`config.mk`:
```
export PLATFORM = sky130hd
export DESIGN_NAME = adjacency_matrix_bfs_dfs_unit
export DESIGN_NICKNAME = d
export VERILOG_FILES = /design/src/rtl/gtrav_pkg.sv /design/src/rtl/gtrav_pick.sv /design/src/rtl/adjacency_matrix_bfs_dfs_unit.sv
export SDC_FILE = /design/constraint.sdc
export NUM_CORES = 1
export LEC_CHECK = 0
export CAP_MARGIN = 20
export CORE_ASPECT_RATIO = 1.75
export CORE_UTILIZATION = 40
export DETAILED_ROUTE_END_ITERATION = 8
export DONT_BUFFER_PORTS = 1
export PLACE_DENSITY = 0.55
export SYNTH_ARGS = -nofsm -noshare
export SYNTH_HDL_FRONTEND = slang
export SYNTH_SLANG_ARGS = --single-unit
```
`constraint.sdc`:
```
create_clock -name clk -period 6.74 [get_ports clk]
set_input_delay 0.337 -clock clk [delete_from_list [all_inputs] [get_ports clk]]
set_output_delay 0.337 -clock clk [all_outputs]
set_load 0.03 [all_outputs]
```
`src/rtl/gtrav_pkg.sv`:
```
// shared constants for the adjacency-matrix graph traversal unit
// no dependencies; imported by gtrav_pick and adjacency_matrix_bfs_dfs_unit
package gtrav_pkg;

  localparam int MAX_VERTICES = 16;
  localparam int VIDX_W       = $clog2(MAX_VERTICES);
  localparam int CNT_W        = VIDX_W + 1;
  localparam int ROW_W        = 16;
  localparam int OP_W         = 2;

  // operation codes
  localparam logic [OP_W-1:0] OP_LOAD = 2'd0;
  localparam logic [OP_W-1:0] OP_BFS  = 2'd1;
  localparam logic [OP_W-1:0] OP_DFS  = 2'd2;

  // reset value of the vertex count register
  localparam logic [CNT_W-1:0] COUNT_RESET = CNT_W'(MAX_VERTICES);

endpackage

```
`src/rtl/gtrav_pick.sv`:
```
// lowest-set-bit picker over a candidate vertex mask
// depends on gtrav_pkg
module gtrav_pick
  import gtrav_pkg::*;
(
  input  logic [MAX_VERTICES-1:0] cand,
  output logic                    found,
  output logic [VIDX_W-1:0]       idx
);

  always_comb begin
    found = 1'b0;
    idx   = '0;
    for (int i = MAX_VERTICES - 1; i >= 0; i--) begin
      if (cand[i]) begin
        found = 1'b1;
        idx   = VIDX_W'(i);
      end
    end
  end

endmodule

```
`src/rtl/adjacency_matrix_bfs_dfs_unit.sv`:
```
// top level of the adjacency-matrix breadth-first / depth-first traversal unit
// depends on gtrav_pkg and gtrav_pick
//
// usage
//   command channel: a transaction is taken at a clock edge where start is high
//   and busy is low. operation selects load row, breadth-first or depth-first.
//   load writes row_bits into adjacency row row_index, no result,
//   busy stays low. an unused operation code is dropped.
//   a traversal with start_vertex at or above the vertex count gives a single
//   error result (vertex 0, last and error set) in the next cycle, busy stays low.
//   otherwise busy rises and the unit walks the graph: for each popped vertex
//   the POP state pops the work list, the FETCH state reads the adjacency row,
//   then the SCAN state takes newly discovered neighbours one by one and closes
//   when none is left. the scan shares one lowest-set-bit picker.
//   results: result_valid strobes for one cycle with vertex, last and error;
//   the receiver cannot stall, each result is taken in the cycle it is shown.
//   the final vertex carries last. visited marks are cleared at the end.
//   configuration: cfg_we writes cfg_data into the vertex count; the user writes
//   it only while idle, unenforced. values above MAX_VERTICES behave as MAX_VERTICES.
//   reset (rst, synchronous): no edges, vertex count 16, unit idle.
module adjacency_matrix_bfs_dfs_unit
  import gtrav_pkg::*;
(
  input  logic              clk,
  input  logic              rst,
  // command transaction
  input  logic              start,
  output logic              busy,
  input  logic [OP_W-1:0]   operation,
  input  logic [VIDX_W-1:0] row_index,
  input  logic [ROW_W-1:0]  row_bits,
  input  logic [VIDX_W-1:0] start_vertex,
  // configuration
  input  logic              cfg_we,
  input  logic [CNT_W-1:0]  cfg_data,
  // result transaction
  output logic              result_valid,
  output logic [VIDX_W-1:0] vertex,
  output logic              last,
  output logic              error
);

  // sequencer codes
  localparam logic [1:0] S_IDLE  = 2'd0;
  localparam logic [1:0] S_POP   = 2'd1;
  localparam logic [1:0] S_FETCH = 2'd2;
  localparam logic [1:0] S_SCAN  = 2'd3;

  logic [1:0]              state;
  logic                    lifo;
  logic [CNT_W-1:0]        vertex_count;
  logic [MAX_VERTICES-1:0] visited;
  logic [CNT_W-1:0]        head;
  logic [CNT_W-1:0]        tail;
  logic [VIDX_W-1:0]       pend;
  logic                    have_pend;

  // adjacency rows, with per-row valid bits standing in for the cleared reset
  logic [ROW_W-1:0]        adj [MAX_VERTICES];
  logic [MAX_VERTICES-1:0] row_valid;
  logic [ROW_W-1:0]        row_q;

  // work list (fifo for breadth-first, stack for depth-first)
  logic [VIDX_W-1:0]       work_list [MAX_VERTICES];
  logic [VIDX_W-1:0]       wl_q;
  logic                    wl_we;
  logic [VIDX_W-1:0]       wl_waddr;
  logic [VIDX_W-1:0]       wl_wdata;
  logic [VIDX_W-1:0]       wl_raddr;
  logic [CNT_W-1:0]        tail_dec;

  logic [CNT_W-1:0]        n_eff;
  logic [ROW_W:0]          lim_full;
  logic [MAX_VERTICES-1:0] lim_mask;
  logic [MAX_VERTICES-1:0] cand;
  logic                    found;
  logic [VIDX_W-1:0]       pick_idx;

  logic                    accept;
  logic                    is_trav;
  logic                    start_ok;
  logic                    list_room;

  assign busy   = (state != S_IDLE);
  assign accept = start && !busy;
  assign is_trav = (operation == OP_BFS) || (operation == OP_DFS);

  // saturate the vertex count to the matrix size
  assign n_eff = (vertex_count > CNT_W'(MAX_VERTICES)) ? CNT_W'(MAX_VERTICES) : vertex_count;
  assign start_ok = ({1'b0, start_vertex} < n_eff);

  // vertices at or above the count are never reached
  assign lim_full = ((ROW_W + 1)'(1) << n_eff) - (ROW_W + 1)'(1);
  assign lim_mask = lim_full[MAX_VERTICES-1:0];

  // unvisited neighbours of the current vertex, one picked per scan cycle
  assign cand = row_q[MAX_VERTICES-1:0] & ~visited & lim_mask;

  gtrav_pick u_pick (
    .cand  (cand),
    .found (found),
    .idx   (pick_idx)
  );

  assign list_room = (tail < n_eff);
  assign tail_dec  = tail - CNT_W'(1);
  assign wl_raddr  = lifo ? tail_dec[VIDX_W-1:0] : head[VIDX_W-1:0];

  // work list writes: seed vertex at start, discovered neighbours while scanning
  always_comb begin
    wl_we    = 1'b0;
    wl_waddr = '0;
    wl_wdata = start_vertex;
    if (state == S_IDLE) begin
      wl_we = accept && is_trav && start_ok;
    end else if (state == S_SCAN) begin
      wl_we    = found && list_room;
      wl_waddr = tail[VIDX_W-1:0];
      wl_wdata = pick_idx;
    end
  end

  // memories, read data registered
  always_ff @(posedge clk) begin
    if (wl_we) begin
      work_list[wl_waddr] <= wl_wdata;
    end
    if (state == S_POP) begin
      wl_q <= work_list[wl_raddr];
    end
    if (accept && (operation == OP_LOAD)) begin
      adj[row_index] <= row_bits;
    end
    if (state == S_FETCH) begin
      row_q <= row_valid[wl_q] ? adj[wl_q] : '0;
    end
  end

  // sequencer and result register
  always_ff @(posedge clk) begin
    if (rst) begin
      state        <= S_IDLE;
      lifo         <= 1'b0;
      vertex_count <= COUNT_RESET;
      visited      <= '0;
      head         <= '0;
      tail         <= '0;
      have_pend    <= 1'b0;
      row_valid    <= '0;
      result_valid <= 1'b0;
    end else begin
      result_valid <= 1'b0;
      if (cfg_we) begin
        vertex_count <= cfg_data;
      end
      case (state)
        S_IDLE: begin
          if (accept) begin
            if (operation == OP_LOAD) begin
              row_valid[row_index] <= 1'b1;
            end else if (is_trav) begin
              lifo <= (operation == OP_DFS);
              if (!start_ok) begin
                // out-of-range start: single error result
                result_valid <= 1'b1;
                vertex       <= '0;
                last         <= 1'b1;
                error        <= 1'b1;
              end else begin
                head      <= '0;
                tail      <= CNT_W'(1);
                visited   <= MAX_VERTICES'(1) << start_vertex;
                have_pend <= 1'b0;
                state     <= S_POP;
              end
            end
          end
        end
        S_POP: begin
          if (head < tail) begin
            if (lifo) begin
              tail <= tail_dec;
            end else begin
              head <= head + CNT_W'(1);
            end
            state <= S_FETCH;
          end else begin
            // list exhausted: the held vertex is the final one
            result_valid <= 1'b1;
            vertex       <= pend;
            last         <= 1'b1;
            error        <= 1'b0;
            visited      <= '0;
            head         <= '0;
            tail         <= '0;
            state        <= S_IDLE;
          end
        end
        S_FETCH: begin
          // previous vertex is now known not to be the last
          if (have_pend) begin
            result_valid <= 1'b1;
            vertex       <= pend;
            last         <= 1'b0;
            error        <= 1'b0;
          end
          pend      <= wl_q;
          have_pend <= 1'b1;
          state     <= S_SCAN;
        end
        S_SCAN: begin
          if (found) begin
            if (list_room) begin
              tail <= tail + CNT_W'(1);
            end
            visited[pick_idx] <= 1'b1;
          end else begin
            state <= S_POP;
          end
        end
        default: begin
          state <= S_IDLE;
        end
      endcase
    end
  end

  // an error result always closes its traversal
  a_error_last: assert property (@(posedge clk) disable iff (rst)
    (result_valid && error) |-> last)
    else $error("error result without last");

  // visited marks are clear whenever the unit is idle
  a_idle_clear: assert property (@(posedge clk) disable iff (rst)
    !busy |-> (visited == '0))
    else $error("visited marks left set while idle");

  // a non-final vertex means the traversal is still running
  a_more_follows: assert property (@(posedge clk) disable iff (rst)
    (result_valid && !last) |-> busy)
    else $error("non-final result with unit idle");

  // the work list never grows past the matrix size
  a_tail_bound: assert property (@(posedge clk) disable iff (rst)
    tail <= CNT_W'(MAX_VERTICES))
    else $error("work list overflow");

endmodule
```
Word level (Yosys, flattened, before mapping)
Memories as Yosys holds them, arrays and structs flattened. A register that Yosys moved wholly into a read port is not among the register bits. Index checks and enable logic that the tools add are counted.

Register bits after elaboration: 62. RAM bits: 320. Output and inout port bits: 8. Logic and storage cells: 188. Memories kept: 2.

Memory list: adj (words 16, bits a word 16, read ports 1, clocked after Yosys merged registers in 1, wr ports 1, RTL line adjacency_matrix_bfs_dfs_unit.sv:59) `logic [ROW_W-1:0] adj [MAX_VERTICES];`; work_list (words 16, bits a word 4, read ports 1, clocked after Yosys merged registers in 1, wr ports 1, RTL line adjacency_matrix_bfs_dfs_unit.sv:64) `logic [VIDX_W-1:0] work_list [MAX_VERTICES];`.

$add $sub $neg: 4. Magnitude comparators: 9. Eq/ne operators: 17. Shift-type cells: 2. Muxes and demuxes: 108. Bitwise gates (word level): 7. Reductions and logical operators: 26.

Operators by type and width (number): 2-to-1 mux 4 bit (27); 2-to-1 mux 16 bit (6); 2-to-1 mux 5 bit (15); one-hot mux 16 bit (3 select lines) (1); 2-to-1 mux 1 bit (42); AND 16 bit (2); OR 16 bit (2); inequality test 2 bit, second input constant (10); NOT 16 bit (1); AND reduction 8 bit (2); << shifter 1 x 4 -> 16 bit, first input constant (1); << shifter 1 x 5 -> 16 bit, first input constant (1); subtractor 16 x 2 -> 16 bit, second input constant (1); less-than comparator 4 x 5 -> 1 bit, second input constant (3); one-hot mux 5 bit (3 select lines) (1); 2-to-1 mux 2 bit (6); one-hot mux 4 bit (3 select lines) (1); adder 5 x 1 -> 5 bit, second input constant (2); less-than comparator 5 bit (2); one-hot mux 5 bit (2 select lines) (1); AND reduction 5 bit (2); one-hot mux 1 bit (3 select lines) (3); demux 1 bit (select 4 bit) (2); >= comparator 4 x 1 -> 1 bit, second input constant (2); other kinds (21) (37).

Longest topological paths before layout
Gate-level depths: netlist of run 1.

Depth in word-level cells: 28. Mapped depth: 15. Depth with buffers taken out: 11.

By module
A second synthesis of run 1 with hierarchy kept.

Cell total of the unflattened synthesis: 1056. Area total of the unflattened synthesis: 17043.8 µm².

By module, submodules not included: adjacency_matrix_bfs_dfs_unit (instances 1, cells an instance 1023, area an instance 16864.9 µm², seq. area each 11551.1 µm²); gtrav_pick (instances 1, cells an instance 33, area an instance 178.9 µm², seq. area each 0.0 µm²).

Least setup slack after synthesis of run 1
Ideal clock, no wire load.

Kind: reg2reg. From: register vertex_count[3]. To: memory work_list[12][0] in the netlist's numbering, enable pin. Setup time: 377 ps. Arrival: 3604 ps. Path slack: 2759 ps. Cell stages (with the launch flop): 14. Buffers on the path: 3. Period minus slack after synthesis: 3981 ps. Path through: dfxtp_1 buf_2 nor3_1 nand3_1 ha_1 or4_1 a2111o_1 nand3_1 nor3b_2 and3_4 buf_6 or4b_4 buf_2 nor4_1.

Longest elaborated chain between the ends: 26. Elaborated cells between the ends (all ways): 29.

Ends and longest elaborated chain: start: declaration (RTL line adjacency_matrix_bfs_dfs_unit.sv:51) `logic [CNT_W-1:0] vertex_count;`; start signal: assignment (RTL line adjacency_matrix_bfs_dfs_unit.sv:154) `vertex_count <= cfg_data;`; greater-than comparator 5 bit (RTL line adjacency_matrix_bfs_dfs_unit.sv:89) `assign n_eff = (vertex_count > CNT_W'(MAX_VERTICES)) ? CNT_W'(MAX_VERTICES) : vertex_count;`; 2-to-1 mux 5 bit (*) (RTL line adjacency_matrix_bfs_dfs_unit.sv:89); << shifter 1 x 5 -> 16 bit (RTL line adjacency_matrix_bfs_dfs_unit.sv:93) `assign lim_full = ((ROW_W + 1)'(1) << n_eff) - (ROW_W + 1)'(1);`; subtractor 16 x 2 -> 16 bit (RTL line adjacency_matrix_bfs_dfs_unit.sv:93); AND 16 bit (RTL line adjacency_matrix_bfs_dfs_unit.sv:97) `assign cand = row_q[MAX_VERTICES-1:0] & ~visited & lim_mask;`; 2-to-1 mux 1 bit (16 in a row) (RTL line gtrav_pick.sv:15) `if (cand[i]) begin`; logical AND 1 bit (RTL line adjacency_matrix_bfs_dfs_unit.sv:117) `wl_we = found && list_room;`; 2-to-1 mux 1 bit (RTL line adjacency_matrix_bfs_dfs_unit.sv:116) `end else if (state == S_SCAN) begin`; 2-to-1 mux 1 bit (*) (RTL line adjacency_matrix_bfs_dfs_unit.sv:114) `if (state == S_IDLE) begin`; 2-to-1 mux 1 bit (*) (RTL line adjacency_matrix_bfs_dfs_unit.sv:125) `if (wl_we) begin`; 2-to-1 mux 1 bit (implied by the code) (*) (RTL line adjacency_matrix_bfs_dfs_unit.sv:126) `work_list[wl_waddr] <= wl_wdata;`; end: declaration (RTL line adjacency_matrix_bfs_dfs_unit.sv:64).

Mark *: on every way between the ends. The rest lies on a longest branch, timed or not.

Worst setup path after layout of run 1
From: register vertex_count[4]. To: memory work_list[1][1] in the netlist's numbering, enable pin.

Same word-level chain as after synthesis.

==> flow_summary.json, run 1 <==
{
  "grtUsageTotal_pct": 20.00,
  "final_nets": 1230,
  "top_layer": "met4",
  "syn_area_mm2": 0.01720,
  "grt-ovfl-total": 0,
  "cts_buffers": 39,
  "dieHeight_um": 276.3,
  "placementRows": 100,
  "dp_hpwl_um": 28120,
  "synthCells": 1138,
  "syn_nets": 1196,
  "synth_area_leaders": "edfxtp_1, mux4_2, dfxtp_1",
  "met1_length_um": 16480,
  "remaining_drc_errors": 0,
  "ctsResizeCount": 0,
  "cts_tree": "yes",
  "arrival_ns": 4.91,
  "yosysTopAreaCellShare_pct": 61.10,
  "worstSetupPathType": "reg -> reg",
  "initial_utilization_pct": 40.55,
  "utilization_pct": 45.79,
  "report.final.hold_viol_count": 0,
  "irDropWorstVdd_mv": 0.1967,
  "final-setup-viol-count": 0,
  "fin_skew_ns": 0.01195,
  "num_vias": 10030,
  "wl_met3_um": 1516,
  "htreeDepth": 2,
  "clk_pin_slew_ns": 0.07,
  "p_leak_nw": 6.211,
  "p_per_area_mw_per_mm2": 284.8,
  "yosysUniqueCellTypes": 73,
  "finalPower_w": 0.005532,
  "gp_congestion": 0.8879,
  "synth_warnings": 0,
  "tightest_slew_ns": 1.076,
  "fin_crit_sh_pct": 70.47,
  "clockRootBuffer": "clkbuf_16",
  "area_delta_synth_final_pct": 12.93,
  "layout-drive-gt1-share_pct": 16.99,
  "synth_async_sr_flop_share_pct": 0,
  "period_minus_slack_ns": 4.750,
  "drtIter0Drc": 766,
  "n_antenna_cell": 0,
  "wl_per_cell_um": 24.43,
  "clk-insertion-delay-late_ns": 0.53,
  "hold_class": "in -> reg",
  "run_status": "completed",
  "start_kind": "flop",
  "io_pins": 43,
  "synth_common_cells": "edfxtp_1, nor2_1, mux4_2",
  "synth-seq-cells": 402,
  "syn_avg_cell_area_um2": 15.11,
  "yosysSeqAreaShare_pct": 67.16,
  "ant_nets": 0,
  "grt_pass1_wl_um": 65230,
  "viasPerCell": 5.694,
  "dieArea_mm2": 0.04387,
  "wl_met2_um": 23560,
  "synth_ff_type": "edfxtp_1",
  "clock.fmax_mhz": 210.5,
  "synth_top_area_cell": "edfxtp_1",
  "critPathRequiredTime_ns": 6.90,
  "dieWidth_um": 158.8,
  "grt_pass1_vias": 10520,
  "wirelength_um": 43050,
  "rsz0062_at_grt": "no",
  "grt_max_degree": 68,
  "finalSetupTns_ns": 0,
  "grt_antenna_before_repair": 0,
  "finalMaxSlewViolations": 0,
  "cts_buffer_depth": 3,
  "slew-limit-headroom_pct": 28.25,
  "drv_cap": 0,
  "portBuffers": 0,
  "yosysMostFrequentCell": "edfxtp_1",
  "cts_sinks": 402,
  "core_mm2": 0.04242,
  "end_kind": "flop",
  "crit_fanout": 22,
  "synth_edf_count": 350,
  "dr.pass1.iters": 7
}
## through the flow
step	cells	setup slack, ns	area [um2]	hold WS (ns)
6_report	1762	1.991	19420	0.03254
5_1_grt	1762	1.691	19420	0.02364
4_1_cts	1761	2.029	19420	0.007576
3_5_place_dp	1665	2.037	17960	0.4279
3_3_place_gp	1665	2.077	17960	0.4267
2_1_floorplan	1138	2.759	17200	0.4244
## logic make-up (layout without fill, tap and decap cells)
family | Yosys count | count (layout) | synth area share (%)
AO/OA/AOI/OAI | 197 | 197 | 7.864
multiplexers | 92 | 92 | 11.47
adder cells (fa/ha/maj) | 23 | 23 | 1.673
buffers and inverters | 87 | 150 | 1.993
AND/OR/NAND/NOR | 332 | 332 | 9.587
XOR/XNOR | 5 | 5 | 0.2546
flip-flops | 402 | 402 | 67.16
## critical path, cell delays in order, from the launching register on
cell and delay, ns:
dfxtp_1 0.79, clkinv_1 0.15, buf_4 0.21, nand3_1 0.08, ha_1 0.52, nor4b_1 0.38
a21oi_1 0.12, a311oi_4 0.39, nor4bb_1 0.19, and3_4 0.25, or4b_4 0.62, nor4_1 0.69
## cell usage in the layout, fill, tap and decap left out, types with 5 or more instances in the layout
master	instances
edfxtp_1	350
mux2i_1	6
nor4_1	10
clkbuf_1	8
clkbuf_16	40
o22ai_1	5
nor2_2	10
nor2_1	92
clkinv_2	7
dfxtp_1	52
a21oi_1	52
mux4_2	84
nand3_1	15
buf_4	30
nand2_1	81
o21ai_0	19
and2_1	23
clkinv_1	11
o211ai_1	6
dlygate4sd3_1	25
nor3_1	16
inv_1	21
a31oi_1	18
nor3_2	5
a311oi_1	8
nand2b_1	11
a21o_1	6
nor2b_1	25
a211oi_1	29
ha_1	23
## routing by layer
metal  GRT usage (%)  up-vias
li1                -     4543
met1           23.01     5159
met2           37.47      240
met3           2.295       91
met4           7.817        0
met5               0        -
## final timing paths
kind / from / to / slack [ns] / cells past startpoint
min: row_index[0] / adj[0][13]$_DFFE_PP_ / 0.03 / 1
max reg2reg: vertex_count[4]$_SDFFE_PP1P_ / work_list[1][1]$_DFFE_PP_ / 1.99 / 11
min reg2reg: row_valid[2]$_SDFFE_PP0P_ / row_valid[2]$_SDFFE_PP0P_ / 0.47 / 2
max: vertex_count[4]$_SDFFE_PP1P_ / work_list[1][1]$_DFFE_PP_ / 1.99 / 11
## flip-flops by register name, indices dropped and copies added (netlist names), 4 cells and up
name	flops
adj	256
work_list	64
row_q	16
row_valid	16
visited	16
head	5
tail	5
vertex_count	5
pend	4
vertex	4
wl_q	4
## area by class of cell
type / count / area, um2
Fill cell: 3702 / 22990
Clock buffer: 50 / 1059
Clock inverter: 20 / 128.9
Timing Repair Buffer: 56 / 495.5
Inverter: 24 / 90.09
Tap cell: 561 / 701.9
Multi-Input combinational cell: 649 / 5398
Sequential cell: 402 / 11550
## where the power goes
part           switching, W  internal [W]  leakage, nW
clock network      0.000910       0.00115        0.584
registers         0.0000440       0.00274         3.57
logic              0.000405      0.000282         2.05
## timing repair
item                      CTS  global route
setup buffers               0             0
hold buffers               26             0
hold endpoints to repair  293             0
Note: power is estimated with default switching activity, not from simulation.
==> run 2, diff against run 1 <==
Clock period 6.74 ns to 4.5 ns, I/O delays scaled along.
==> flow_summary.json, run 2 (synthesis gave the netlist of run 1 again) <==
{
  "worstSetupPathType": "reg -> reg",
  "grt-ovfl-total": 0,
  "hold_class": "in -> reg",
  "wirelength_um": 43710,
  "crit_buf_inv": 1,
  "fin_crit_sh_pct": 92.25,
  "clock.fmax_mhz": 240.9,
  "fin_skew_ns": 0.01933,
  "portBuffers": 0,
  "final-setup-viol-count": 0,
  "gp_congestion": 0.8911,
  "grtUsageTotal_pct": 20.28,
  "dp_hpwl_um": 29430,
  "utilization_pct": 46.64,
  "cts_buffer_depth": 3,
  "critPathRequiredTime_ns": 4.66,
  "final_common_cell": "edfxtp_1",
  "tightest_slew_ns": 1.037,
  "grt_max_degree": 68,
  "post_cts_buffers": 0,
  "p_leak_nw": 6.409,
  "arrival_ns": 4.32,
  "rsz0062_at_grt": "no",
  "path_depth": 10,
  "p_per_area_mw_per_mm2": 426.3,
  "n_antenna_cell": 0,
  "clk_pin_slew_ns": 0.06,
  "hold_depth": 3,
  "dieWidth_um": 158.8,
  "cp_cell_sequence": "nor3_1 > nand3_1 > ha_1 > buf_4 > nor3b_1 > a41oi_1 > and3_1 > and3_4 > or4b_4 > nor4_1",
  "largest_reg_flops": 256,
  "grt_antenna_before_repair": 0,
  "crit_fanout": 13,
  "finalSetupTns_ns": 0,
  "final_nets": 1268,
  "grt_pass1_vias": 10750,
  "run_status": "completed",
  "core_mm2": 0.04242,
  "viasPerCell": 5.625,
  "initial_utilization_pct": 40.55,
  "largest_register": "adj",
  "use_met3_pct": 2.535,
  "layout-drive-gt1-share_pct": 18.85,
  "drv_cap": 0,
  "most-common-layout-cells": "edfxtp_1, nor2_1, mux4_2",
  "area_delta_synth_final_pct": 15.02,
  "dp_cells": 1694,
  "ant_nets": 0,
  "remaining_drc_errors": 0,
  "slowest_stage": "nor4_1",
  "dieHeight_um": 276.3,
  "use_met1_pct": 22.04,
  "grt_pass1_wl_um": 66260,
  "finalMaxSlewViolations": 0,
  "period_minus_slack_ns": 4.151,
  "placementRows": 100,
  "grtUsageMet2_pct": 39.22,
  "clk-insertion-delay-late_ns": 0.54,
  "cts_sinks": 402,
  "htreeDepth": 2,
  "cpLargestDelayFamily": "simple AND/OR/NAND/NOR gates",
  "num_vias": 10110,
  "irDropWorstVdd_mv": 0.3768,
  "r2r_setup_slack_ns": 0.35,
  "drtIter0Drc": 662,
  "clockRootBuffer": "clkbuf_16",
  "dr.pass1.iters": 5,
  "top_usage_layer": "met2",
  "wl_per_cell_um": 24.33,
  "r2r_cells": 10,
  "start_kind": "flop",
  "io_pins": 43,
  "dieArea_mm2": 0.04387,
  "end_kind": "flop",
  "largestRegisters": "adj (256), work_list (64)",
  "cts_tree": "yes",
  "report.final.hold_viol_count": 0,
  "cpPeakStageDelay_ns": 0.69,
  "cts_buffers": 39,
  "slew-limit-headroom_pct": 30.84,
  "fin_cells": 1797
}
-- run 2: changes by cell type in the layout (fill, tap and decap cells not counted), moves of 2 or more --
cell / delta
buf_12: +3
clkinv_2: -4
bufinv_16: +2
clkinvlp_4: +2
clkinv_1: -3
buf_4: +26
dlygate4sd3_1: +9
-- run 2: what timing repair did --
action / in CTS / in global routing
resized for setup: 0 / 1
hold buffers: 35 / 0
setup endpoints to repair: 0 / 4
endpoints found under the hold margin: 309 / 0
-- run 2: worst paths after layout --
check,startpoint,end
min reg2reg,row_valid[7]$_SDFFE_PP0P_,row_valid[7]$_SDFFE_PP0P_
min,start_vertex[2],visited[5]$_SDFFE_PP0P_
max reg2reg,vertex_count[1]$_SDFFE_PP0P_,work_list[3][1]$_DFFE_PP_
max,vertex_count[1]$_SDFFE_PP0P_,work_list[3][1]$_DFFE_PP_
-- run 2: final cells by class --
type                    instances  area (um2)
repair buffers                 94       840.8
fillers                      3670       22630
flip-flops and latches        402       11550
inverters                      24       90.09
well taps                     561       701.9
clock buffers                  50        1037
clock inverters                17       172.7
multi-input cells             649        5390
-- run 2: power by group --
part / switching, W / internal (W) / total [W] / leakage (nW)
Clock: 0.00137 / 0.00180 / 0.00317 / 0.581
Combinational: 0.000625 / 0.000463 / 0.00109 / 2.25
Sequential: 0.0000705 / 0.00410 / 0.00417 / 3.57
-- run 2: routing by layer --
layer	vias up	part of all wire [%]	wire length, um
met5	-	0	0
met4	0	3.4	1499
met3	83	4.1	1807
met2	284	56	24270
met1	5127	37	16130
li1	4615	-	-
-- run 2: stage by stage --
step	cell area, um2	setup WS (ns)	power [W]	hold slack, ns
floorplan	17200	0.5193	0.004939	0.3239
global placement	18200	0.4441	0.005288	0.3141
detailed placement	18200	0.3953	0.005286	0.3158
CTS	19770	0.3503	0.008517	0.0005723
global route	19780	0.01823	0.008728	0.02211
finish	19780	0.3488	0.008435	0.02681
-- run 2: worst min-delay path: stages --
cell      delay [ns]
and3_1          0.15
a211oi_1        0.05
nor2_1          0.08
